[src/lvpr_pkg.sv]
// ----------------------------------------------------------------------------
// lvpr_pkg: shared types and constants
// Byte codes and the result beat layout used by the bracket-run block.
// ----------------------------------------------------------------------------
package lvpr_pkg;

  // Byte that opens a bracket; every other byte closes one.
  localparam logic [7:0] OPEN_BYTE = 8'h28;

  // Fixed width of the reported length field.
  localparam int LONGEST_W = 13;

  typedef struct packed {
    logic [LONGEST_W-1:0] longest;
    logic                 overflow;
  } lvpr_result_t;

endpackage

[src/lvpr_skid.sv]
// ----------------------------------------------------------------------------
// lvpr_skid: output register with skid stage
// Holds result beats so the upstream stall is a plain register output.
// ----------------------------------------------------------------------------
module lvpr_skid
  import lvpr_pkg::*;
(
  input  logic         clk,
  input  logic         rst_n,
  input  logic         s_valid,
  output logic         s_stall,
  input  lvpr_result_t s_data,
  output logic         m_valid,
  input  logic         m_stall,
  output lvpr_result_t m_data
);

  logic         out_v_r, out_v_nxt;
  logic         skid_v_r, skid_v_nxt;
  lvpr_result_t out_d_r, out_d_nxt;
  lvpr_result_t skid_d_r, skid_d_nxt;
  logic         s_acc;

  assign s_stall = skid_v_r;
  assign s_acc   = s_valid & ~skid_v_r;
  assign m_valid = out_v_r;
  assign m_data  = out_d_r;

  always_comb begin
    out_v_nxt  = out_v_r;
    out_d_nxt  = out_d_r;
    skid_v_nxt = skid_v_r;
    skid_d_nxt = skid_d_r;
    if (!out_v_r || !m_stall) begin
      // Output slot frees up: the older beat in the skid goes first.
      out_v_nxt  = skid_v_r | s_acc;
      out_d_nxt  = skid_v_r ? skid_d_r : s_data;
      skid_v_nxt = 1'b0;
    end else if (s_acc) begin
      skid_v_nxt = 1'b1;
      skid_d_nxt = s_data;
    end
  end

  always_ff @(posedge clk) begin
    if (!rst_n) begin
      out_v_r  <= 1'b0;
      skid_v_r <= 1'b0;
    end else begin
      out_v_r  <= out_v_nxt;
      skid_v_r <= skid_v_nxt;
    end
    out_d_r  <= out_d_nxt;
    skid_d_r <= skid_d_nxt;
  end

endmodule
[config.mk]
export PLATFORM = sky130hd
export DESIGN_NAME = lvpr_skid
export DESIGN_NICKNAME = d
export VERILOG_FILES = /design/src/lvpr_pkg.sv /design/src/lvpr_skid.sv
export SDC_FILE = /design/constraint.sdc
export NUM_CORES = 1
export LEC_CHECK = 0
export ABC_AREA = 0
export BUFFER_PORTS_ARGS = -buffer_cell sky130_fd_sc_hd__buf_2
export CORE_ASPECT_RATIO = 1.2
export CORE_MARGIN = 2
export CORE_UTILIZATION = 27
export DETAILED_ROUTE_END_ITERATION = 12
export GPL_ROUTABILITY_DRIVEN = 0
export GPL_TIMING_DRIVEN = 0
export SYNTH_ARGS = -nofsm -noshare
export SYNTH_HDL_FRONTEND = slang
export SYNTH_SLANG_ARGS = --single-unit
[constraint.sdc]
create_clock -name clk -period 2.5 [get_ports clk]
set_input_delay 0.5 -clock clk [delete_from_list [all_inputs] [get_ports clk]]
set_output_delay 0.5 -clock clk [all_outputs]
set_load 0.05 [all_outputs]
==> results of run 1 <==
==> power groups by stage <==
stage / logic (mW) / clock network [mW] / registers [mW]
after detailed placement: 0.138 / 0 / 0.594
after global placement: 0.136 / 0 / 0.593
after floorplan: 0.0294 / 0 / 0.663
final: 0.137 / 0.396 / 0.583
after CTS: 0.139 / 0.408 / 0.583
after global routing: 0.144 / 0.434 / 0.586
==> final cells by class <==
cell class,instances,area [um2]
Buffer,2,31.28
Clock buffer,7,86.33
Clock inverter,1,5.005
Fill cell,400,2511
Multi-Input combinational cell,19,225.2
Sequential cell,30,880.8
Tap cell,54,67.56
Timing Repair Buffer,33,165.2
==> kinds of logic after synthesis <==
| logic type | after synthesis | share of synthesized area (%) |
|---|---|---|
| DFF | 30 | 77.79 |
| muxes | 14 | 16.57 |
| and+or+nand+nor | 4 | 2.210 |
| buffers and inverters | 2 | 2.762 |
| AOI/OAI and AO/OA | 1 | 0.6632 |
==> metal layers <==
metal  up-vias  GRT usage, %  routed length (um)  share of wire, %
li1        279             -                   -                 -
met1       277         8.897                 709                37
met2        31         15.37                 962                50
met3         5         5.830                 204                11
met4         0         5.926                  46               2.4
met5         -             0                   0                 0
==> placed cells by master (no fill, tap or decap) <==
| master | instances |
|---|---|
| mux2_2 | 6 |
| buf_6 | 1 |
| buf_2 | 33 |
| mux2_4 | 8 |
| clkinv_2 | 1 |
| nor2_2 | 1 |
| clkbuf_8 | 6 |
| nor3b_1 | 1 |
| buf_12 | 1 |
| nor3b_2 | 1 |
| a21boi_0 | 1 |
| clkbuf_1 | 1 |
| nand2_1 | 1 |
| dfxtp_1 | 2 |
| edfxtp_1 | 28 |
==> flip-flops by register name, indices dropped and copies added, names as in the netlist <==
register	flops
m_valid	1
skid_d_r	14
s_stall	1
m_data	14
==> cells in the mapped netlist <==
cell / n / area [um2]
edfxtp_1: 28 / 840.8
mux2_4: 8 / 120.1
mux2_2: 6 / 67.56
dfxtp_1: 2 / 40.04
nor3b_1: 2 / 15.01
a21boi_0: 1 / 7.510
buf_12: 1 / 20.02
buf_6: 1 / 11.26
nand2_1: 1 / 3.750
nor2_2: 1 / 6.260
==> worst paths after layout <==
check | slack (ns) | endpoint | cells after the start
setup / recovery | 0.27 | skid_d_r[11]$_DFFE_PP_ | 2
hold / removal | 0.41 | skid_d_r[0]$_DFFE_PP_ | 1
setup reg to reg | 0.27 | skid_d_r[11]$_DFFE_PP_ | 2
hold reg to reg | 0.55 | m_data[1]$_DFFE_PP_ | 1
==> metrics by stage <==
| stage | hold slack (ns) | setup WS, ns |
|---|---|---|
| after detailed placement | 0.5332 | -0.03615 |
| after CTS | 0.3982 | 0.1811 |
| after global routing | 0.3955 | 0.01376 |
| after floorplan | 0.5231 | 0.2856 |
| after global placement | 0.5296 | -0.005808 |
| final | 0.4093 | 0.2715 |
==> results_dict.tcl, run 1 <==
set metrics [dict create \
    yosysWarnings 0 \
    row_count 25 \
    nets 109 \
    placed_cells 138 \
    synthesis.nets 69 \
    period_minus_slack_ns 2.229 \
    worstPathMaxFanout 17 \
    track_usage_pct 9.344 \
    setup_tns_ns 0 \
    min_from "s_data[0]" \
    critPathLaunchType "flip-flop" \
    ys_ff_latch 30 \
    drtAntennaViolNets 0 \
    p_total_mw 1.116 \
    dieArea_mm2 0.004730 \
    die_width_um 63.12 \
    antenna_found_initial 0 \
    cts.path.max_buffers 2 \
    clockPowerShare_pct 35.5 \
    via_per_inst 4.055 \
    pwr-share-comb_pct 12.3 \
    cts-hold-fix-buffers 0 \
    cpMaxStageDelayCell "nor3b_2" \
    vdd_drop_max_v 0.0002923 \
    critical_path_required_ns 2.40 \
    clock-skew-final_ns 0.002127 \
    hold_path.class "input pin to flip-flop" \
    hold_viol_final 0 \
    clock-sinks 30 \
    synth_cell_types 10 \
    drv_slew 0 \
    start_util_pct 28.50 \
    yosysSeqAreaShare_pct 77.79 \
    worst-setup-path-type "flip-flop to flip-flop" \
    crit_chain "nand2_1 -> nor3b_2" \
    ios 34 \
    p_sw_mw 0.2759 \
    p_leak_nw 0.5700 \
    worstMarginPinSlew_ns 1.128 \
    cts-resized-gates 0 \
    drc 0 \
    dpl-instance-area_mm2 0.001370 \
    path_buf_inv 0 \
    period_share_pct 89.14 \
    numCtsBuffers 5 \
    drtIter0Drc 24 \
    clock_latency_ns 0.28 \
    portBuffers 33 \
    cts_max_level 2 \
    end_kind "flip-flop" \
    fmax_mhz 448.7 \
    clock-root-buffer "clkbuf_8" \
    worst_path_largest_cell_delay_ns 1.08 \
    die_h_um 74.94 \
    antenna_cells 0 \
    internal-power_mw 0.8398 \
    final_area_mm2 0.001461 \
    area_growth_pct 29.06 \
    rsz0062_at_grt "false" \
    maxSlewHeadroom_pct 24.50 \
    max-cap-violations 0 \
    p_per_area_mw_per_mm2 763.4 \
    grt_max_degree 18 \
    grt_pass1_wl_mm 3.077 \
    arrival_ns 2.13 \
    drt-pass1-iter-count 4 \
    cts_tree "built" \
    grt_pass1_vias 653 \
    stdcell_count 146 \
    core_mm2 0.003973 \
    vias 592 \
    startpoint "m_valid$_SDFFE_PN0P_" \
    clk_pin_slew_ns 0.06 \
    drive_gt1_share_pct 63.04 \
    syn_avg_cell_area_um2 22.20 \
    path_delay_family "simple AND/OR/NAND/NOR gates" \
    r2r_start "m_valid$_SDFFE_PN0P_" \
    seq_power_share_pct 52.2 \
    overflow 0 \
    syn_area_mm2 0.001132 \
    finalSetupViolations 0 \
    outcome "finished, final reports clean" \
    cts_setup_buffers 0 \
    avgRoutedWirePerCell_um 13.17 \
    wirelength_mm 1.923 \
    post-route-util_pct 36.79 \
    switching_share_pct 24.73 \
    synthCells 51 \
]
Note: power is estimated with default switching activity, not from simulation.
==> inputs of run 2 (changes only) <==
--- a/config.mk
+++ b/config.mk
@@ -13,6 +13,7 @@
 export DETAILED_ROUTE_END_ITERATION = 12
 export GPL_ROUTABILITY_DRIVEN = 0
 export GPL_TIMING_DRIVEN = 0
+export SETUP_SLACK_MARGIN = 0.3
 export SYNTH_ARGS = -nofsm -noshare
 export SYNTH_HDL_FRONTEND = slang
 export SYNTH_SLANG_ARGS = --single-unit
==> constraint.sdc (replaced) <==
create_clock -name clk -period 2.7 [get_ports clk]
set_input_delay 0.54 -clock clk [delete_from_list [all_inputs] [get_ports clk]]
set_output_delay 0.54 -clock clk [all_outputs]
set_load 0.05 [all_outputs]
==> run 2 against run 1 <==
  * Setup slack improved by 0.46 ns
  * Sequential power shrank 7.4%
  * Largest cell class unchanged
  * Combinational power shrank 7%
  * Critical endpoint is now skid_d_r[1]$_DFFE_PP_
  * Sequential share of layout area decreased by 0.26 points
  * Critical path type unchanged
==> results_dict.tcl, run 2 (synthesis gave the netlist of run 1 again) <==
set metrics [dict create \
    worst-setup-path-type "flip-flop to flip-flop" \
    clock_latency_ns 0.28 \
    period_share_pct 72.95 \
    clock-root-buffer "clkbuf_8" \
    cts_max_level 2 \
    cpMaxStageDelayCell "nor3b_4" \
    multi_input_area_um2 231.5 \
    placed_cells 138 \
    period_minus_slack_ns 1.970 \
    cts-hold-fix-buffers 0 \
    drtIter0Drc 20 \
    clk_pin_slew_ns 0.06 \
    vdd_drop_max_v 0.0002695 \
    max-cap-violations 0 \
    antenna_found_initial 0 \
    drv_slew 0 \
    track_usage_pct 9.344 \
    end_kind "flip-flop" \
    drive_gt1_share_pct 63.04 \
    portBuffers 33 \
    register_area_um2 880.8 \
    finalSetupViolations 0 \
    rsz0062_at_grt "false" \
    wirelength_mm 1.887 \
    whs_path_depth 1 \
    worst_path_largest_cell_delay_ns 0.81 \
    clock-skew-final_ns 0.003468 \
    avgRoutedWirePerCell_um 12.92 \
    fmax_mhz 507.7 \
    critPathLaunchType "flip-flop" \
    area_growth_pct 29.61 \
    die_width_um 63.12 \
    worstRegToRegCells 2 \
    cp.depth 2 \
    cts.path.max_buffers 2 \
    nets 109 \
    die_h_um 74.94 \
    hold_path.class "input pin to flip-flop" \
    grt_pass1_wl_mm 3.077 \
    grt_max_degree 18 \
    antenna_cells 0 \
    outcome "finished, final reports clean" \
    hold_viol_final 0 \
    final_cell_mix "buf_2 (33), edfxtp_1 (28), mux2_4 (8)" \
    worstPathMaxFanout 17 \
    core_mm2 0.003973 \
    switching_share_pct 24.57 \
    worstMarginPinSlew_ns 0.7657 \
    drc 0 \
    seq_power_share_pct 52.3 \
    clock-sinks 30 \
    cts_tree "built" \
    dieArea_mm2 0.004730 \
    path_delay_family "simple AND/OR/NAND/NOR gates" \
    internal-power_mw 0.7781 \
    via_per_inst 4.055 \
    final_common_cell "buf_2" \
    setup_tns_ns 0 \
    ios 34 \
    reg2reg_slack_ns 0.73 \
    critical_path_required_ns 2.61 \
    numCtsBuffers 5 \
    arrival_ns 1.88 \
    grt_pass1_vias 653 \
    path_buf_inv 0 \
    p_sw_mw 0.2535 \
    crit_chain "nand2_1 -> nor3b_4" \
    p_leak_nw 0.5709 \
    stdcell_count 146 \
    start_util_pct 28.50 \
    drtAntennaViolNets 0 \
    p_per_area_mw_per_mm2 702.9 \
    vias 592 \
    clockPowerShare_pct 35.3 \
    drt-pass1-iter-count 4 \
    maxSlewHeadroom_pct 48.83 \
    pwr-share-comb_pct 12.4 \
    overflow 0 \
    row_count 25 \
    fillers 400 \
]
[run 2: through the flow]
step	worst slack (ns)	utilization, %	instance area (um2)	total power [mW]	hold slack (ns)
detailed placement	0.1238	34.49	1370	0.6778	0.5332
CTS	0.3811	36.79	1461	1.046	0.4382
global route	0.5197	36.94	1468	1.078	0.4355
global placement	0.1542	34.49	1370	0.6746	0.5296
finish	0.7304	36.94	1468	1.032	0.4505
floorplan	0.4856	-	1137	0.6411	0.5231
[run 2: layout make-up]
| cell class | count | area share [%] |
|---|---|---|
| buffer | 2 | 2.131 |
| clock buffer | 7 | 5.882 |
| clock inverter | 1 | 0.3410 |
| multi-input combinational | 19 | 15.77 |
| sequential | 30 | 60.02 |
| tap | 54 | 4.604 |
| timing repair buffer | 33 | 11.25 |
[run 2: power groups by stage]
stage | Clock, mW | Sequential, mW | Combinational, mW
floorplan | 0 | 0.614 | 0.0272
global placement | 0 | 0.549 | 0.126
detailed placement | 0 | 0.550 | 0.128
CTS | 0.378 | 0.540 | 0.128
global route | 0.401 | 0.542 | 0.134
finish | 0.364 | 0.540 | 0.128
[run 2: metal layers]
layer / part of all wire, % / track usage [%] / vias up
met1: 37 / 8.897 / 278
li1: - / - / 278
met3: 11 / 5.830 / 5
met2: 49 / 15.37 / 31
met4: 2.4 / 5.926 / 0
met5: 0 / 0 / -
[run 2: repair_timing]
action | in CTS | in global routing
setup endpoints to repair | 0 | 14
resized for setup | 0 | 1
buffers inserted | 0 | 0
[run 2: worst register-to-register path, stage by stage (launching register included)]
cell	delay [ns]
dfxtp_1	0.33
nand2_1	0.45
nor3b_4	0.81
[run 2: worst paths after layout]
path	start	to
hold / removal	s_data[7]	skid_d_r[7]$_DFFE_PP_
hold reg to reg	skid_d_r[1]$_DFFE_PP_	m_data[1]$_DFFE_PP_
setup / recovery	m_valid$_SDFFE_PN0P_	skid_d_r[1]$_DFFE_PP_
setup reg to reg	m_valid$_SDFFE_PN0P_	skid_d_r[1]$_DFFE_PP_
==> inputs of run 3 (changes only) <==
==> constraint.sdc (replaced) <==
create_clock -name clk -period 2.05 [get_ports clk]
set_input_delay 0.41 -clock clk [delete_from_list [all_inputs] [get_ports clk]]
set_output_delay 0.41 -clock clk [all_outputs]
set_load 0.05 [all_outputs]
==> run 3 against run 2 <==
  * Highest routed layer is now met3
  * Worst hold slack got worse by 0.13 ns
  * Largest power group unchanged
  * Critical endpoint is now skid_d_r[13]$_DFFE_PP_
  * Via count decreased by 0.84%
  * Maximum frequency increased by 45%
  * First-iteration DRC count shrank 25%
  * Clock skew about the same
  * Design area is 0.77% higher
  * Count of clock-buffer cells in the layout unchanged
==> results_dict.tcl, run 3 (synthesis gave the netlist of run 1 again) <==
set metrics [dict create \
    arrival_ns 1.35 \
    portBuffers 33 \
    wirelength_mm 1.924 \
    nets 112 \
    outcome "finished, final reports clean" \
    avgRoutedWirePerCell_um 13.00 \
    cts_max_level 2 \
    grt_util_met2_pct 15.25 \
    dieArea_mm2 0.004730 \
    cts_tree "built" \
    worstPathMaxFanout 17 \
    area_growth_pct 30.61 \
    p_leak_nw 0.5778 \
    period_minus_slack_ns 1.363 \
    antenna_found_initial 0 \
    vias 587 \
    final_common_cell "buf_2" \
    antenna_cells 0 \
    end_kind "flip-flop" \
    final_cell_mix "buf_2 (33), edfxtp_1 (28), mux2_4 (8)" \
    overflow 0 \
    dp_hpwl_mm 1.321 \
    grt.busiest_layer "met2" \
    row_count 25 \
    maxSlewHeadroom_pct 70.76 \
    critPathLaunchType "flip-flop" \
    numCtsBuffers 5 \
    drt-pass1-iter-count 4 \
    ios 34 \
    reg2reg_slack_ns 0.69 \
    clk_pin_slew_ns 0.06 \
    clock_latency_ns 0.27 \
    grt_use_met1_pct 9.981 \
    worstReg2RegEnd "skid_d_r[13]$_DFFE_PP_" \
    die_width_um 63.12 \
    grt_max_degree 18 \
    clock-root-buffer "clkbuf_8" \
    setup_tns_ns 0 \
    cts.path.max_buffers 2 \
    cts-hold-fix-buffers 0 \
    worstMarginPinSlew_ns 0.4371 \
    post-route-util_pct 37.23 \
    drv_slew 0 \
    p_per_area_mw_per_mm2 889.8 \
    track_usage_pct 9.088 \
    worstRegToRegCells 3 \
    worst_path_largest_cell_delay_ns 0.33 \
    crit_end "skid_d_r[13]$_DFFE_PP_" \
    grt_pass1_wl_mm 3.098 \
    grt_pass1_vias 679 \
    met3_usage_pct 4.484 \
    rsz0062_at_grt "false" \
    start_util_pct 28.50 \
    max-cap-violations 0 \
    clock-sinks 30 \
    drc 0 \
    core_mm2 0.003973 \
    drtIter0Drc 15 \
    crit_chain "nand2_2 -> nor3b_4 -> buf_4" \
    die_h_um 74.94 \
    drtAntennaViolNets 0 \
    worst-setup-path-type "flip-flop to flip-flop" \
    hold_viol_final 0 \
    finalSetupViolations 0 \
    r2r_start "m_valid$_SDFFE_PN0P_" \
    startpoint "m_valid$_SDFFE_PN0P_" \
    critical_path_required_ns 2.04 \
    hold_path.class "input pin to flip-flop" \
    vdd_drop_max_v 0.0003974 \
    period_share_pct 66.48 \
    clock-skew-final_ns 0.003343 \
    fmax_mhz 733.7 \
    drive_gt1_share_pct 64.89 \
    via_per_inst 3.966 \
    cpMaxStageDelayCell "dfxtp_2" \
]
## run 3: changes by cell type in the layout (fill, tap and decap cells not counted)
cell | previous run | this run
buf_4 | 0 | 3
clkbuf_1 | 1 | 2
clkbuf_8 | 6 | 5
clkinv_2 | 1 | 0
dfxtp_1 | 2 | 1
dfxtp_2 | 0 | 1
nand2_1 | 1 | 0
nand2_2 | 0 | 1
## run 3: metal layers
layer | routed length [um] | share of wire [%]
met1 | 785 | 41
met2 | 1003 | 52
met3 | 134 | 7.0
met4 | 0 | 0
met5 | 0 | 0
## run 3: layout make-up
cell class	count	area (um2)
Buffer	2	31.28
Clock buffer	7	76.32
Fill cell	401	2494
Multi-Input combinational cell	19	234.0
Sequential cell	30	882.1
Tap cell	54	67.56
Timing Repair Buffer	36	187.7
## run 3: critical path, delay by kind of cell, from the launching register on
| family | cells | cell delay (ns) |
|---|---|---|
| buf+inv | 1 | 0.19 |
| simple gates | 2 | 0.57 |
| flops | 1 | 0.33 |
## run 3: worst min path at each step
stage / slack, ns / start / to / depth (start not counted)
global placement: 0.53 / skid_d_r[11]$_DFFE_PP_ / m_data[11]$_DFFE_PP_ / 1
finish: 0.32 / s_data[2] / skid_d_r[2]$_DFFE_PP_ / 1
CTS: 0.31 / s_data[2] / skid_d_r[2]$_DFFE_PP_ / 1
detailed placement: 0.54 / skid_d_r[0]$_DFFE_PP_ / m_data[0]$_DFFE_PP_ / 1
global route: 0.31 / s_data[2] / skid_d_r[2]$_DFFE_PP_ / 1
floorplan: 0.51 / s_data[0] / skid_d_r[0]$_DFFE_PP_ / 0
## run 3: power by group
part / switching [mW] / total [mW] / internal, mW
Clock: 0.201 / 0.434 / 0.233
Sequential: 0.00770 / 0.712 / 0.704
Combinational: 0.117 / 0.170 / 0.0533
Total: 0.326 / 1.32 / 0.990
## run 3: per-stage QoR
stage	hold WS, ns	cells	cell area [um2]	power [mW]	worst slack, ns
after floorplan	0.5089	51	1147	0.8461	0.3674
after global placement	0.5306	138	1380	0.8908	0.1640
after detailed placement	0.5385	138	1380	0.8948	0.1066
after CTS	0.3123	148	1479	1.339	0.6733
after global routing	0.3116	148	1479	1.372	0.5851
final	0.3225	148	1479	1.316	0.6871
## run 3: what timing repair did
| item | 4_1_cts | 5_1_grt |
|---|---|---|
| resized for setup | 0 | 0 |
| setup endpoints to repair | 14 | 0 |
| setup buffers | 3 | 0 |
| endpoints found under the hold margin | 0 | 0 |
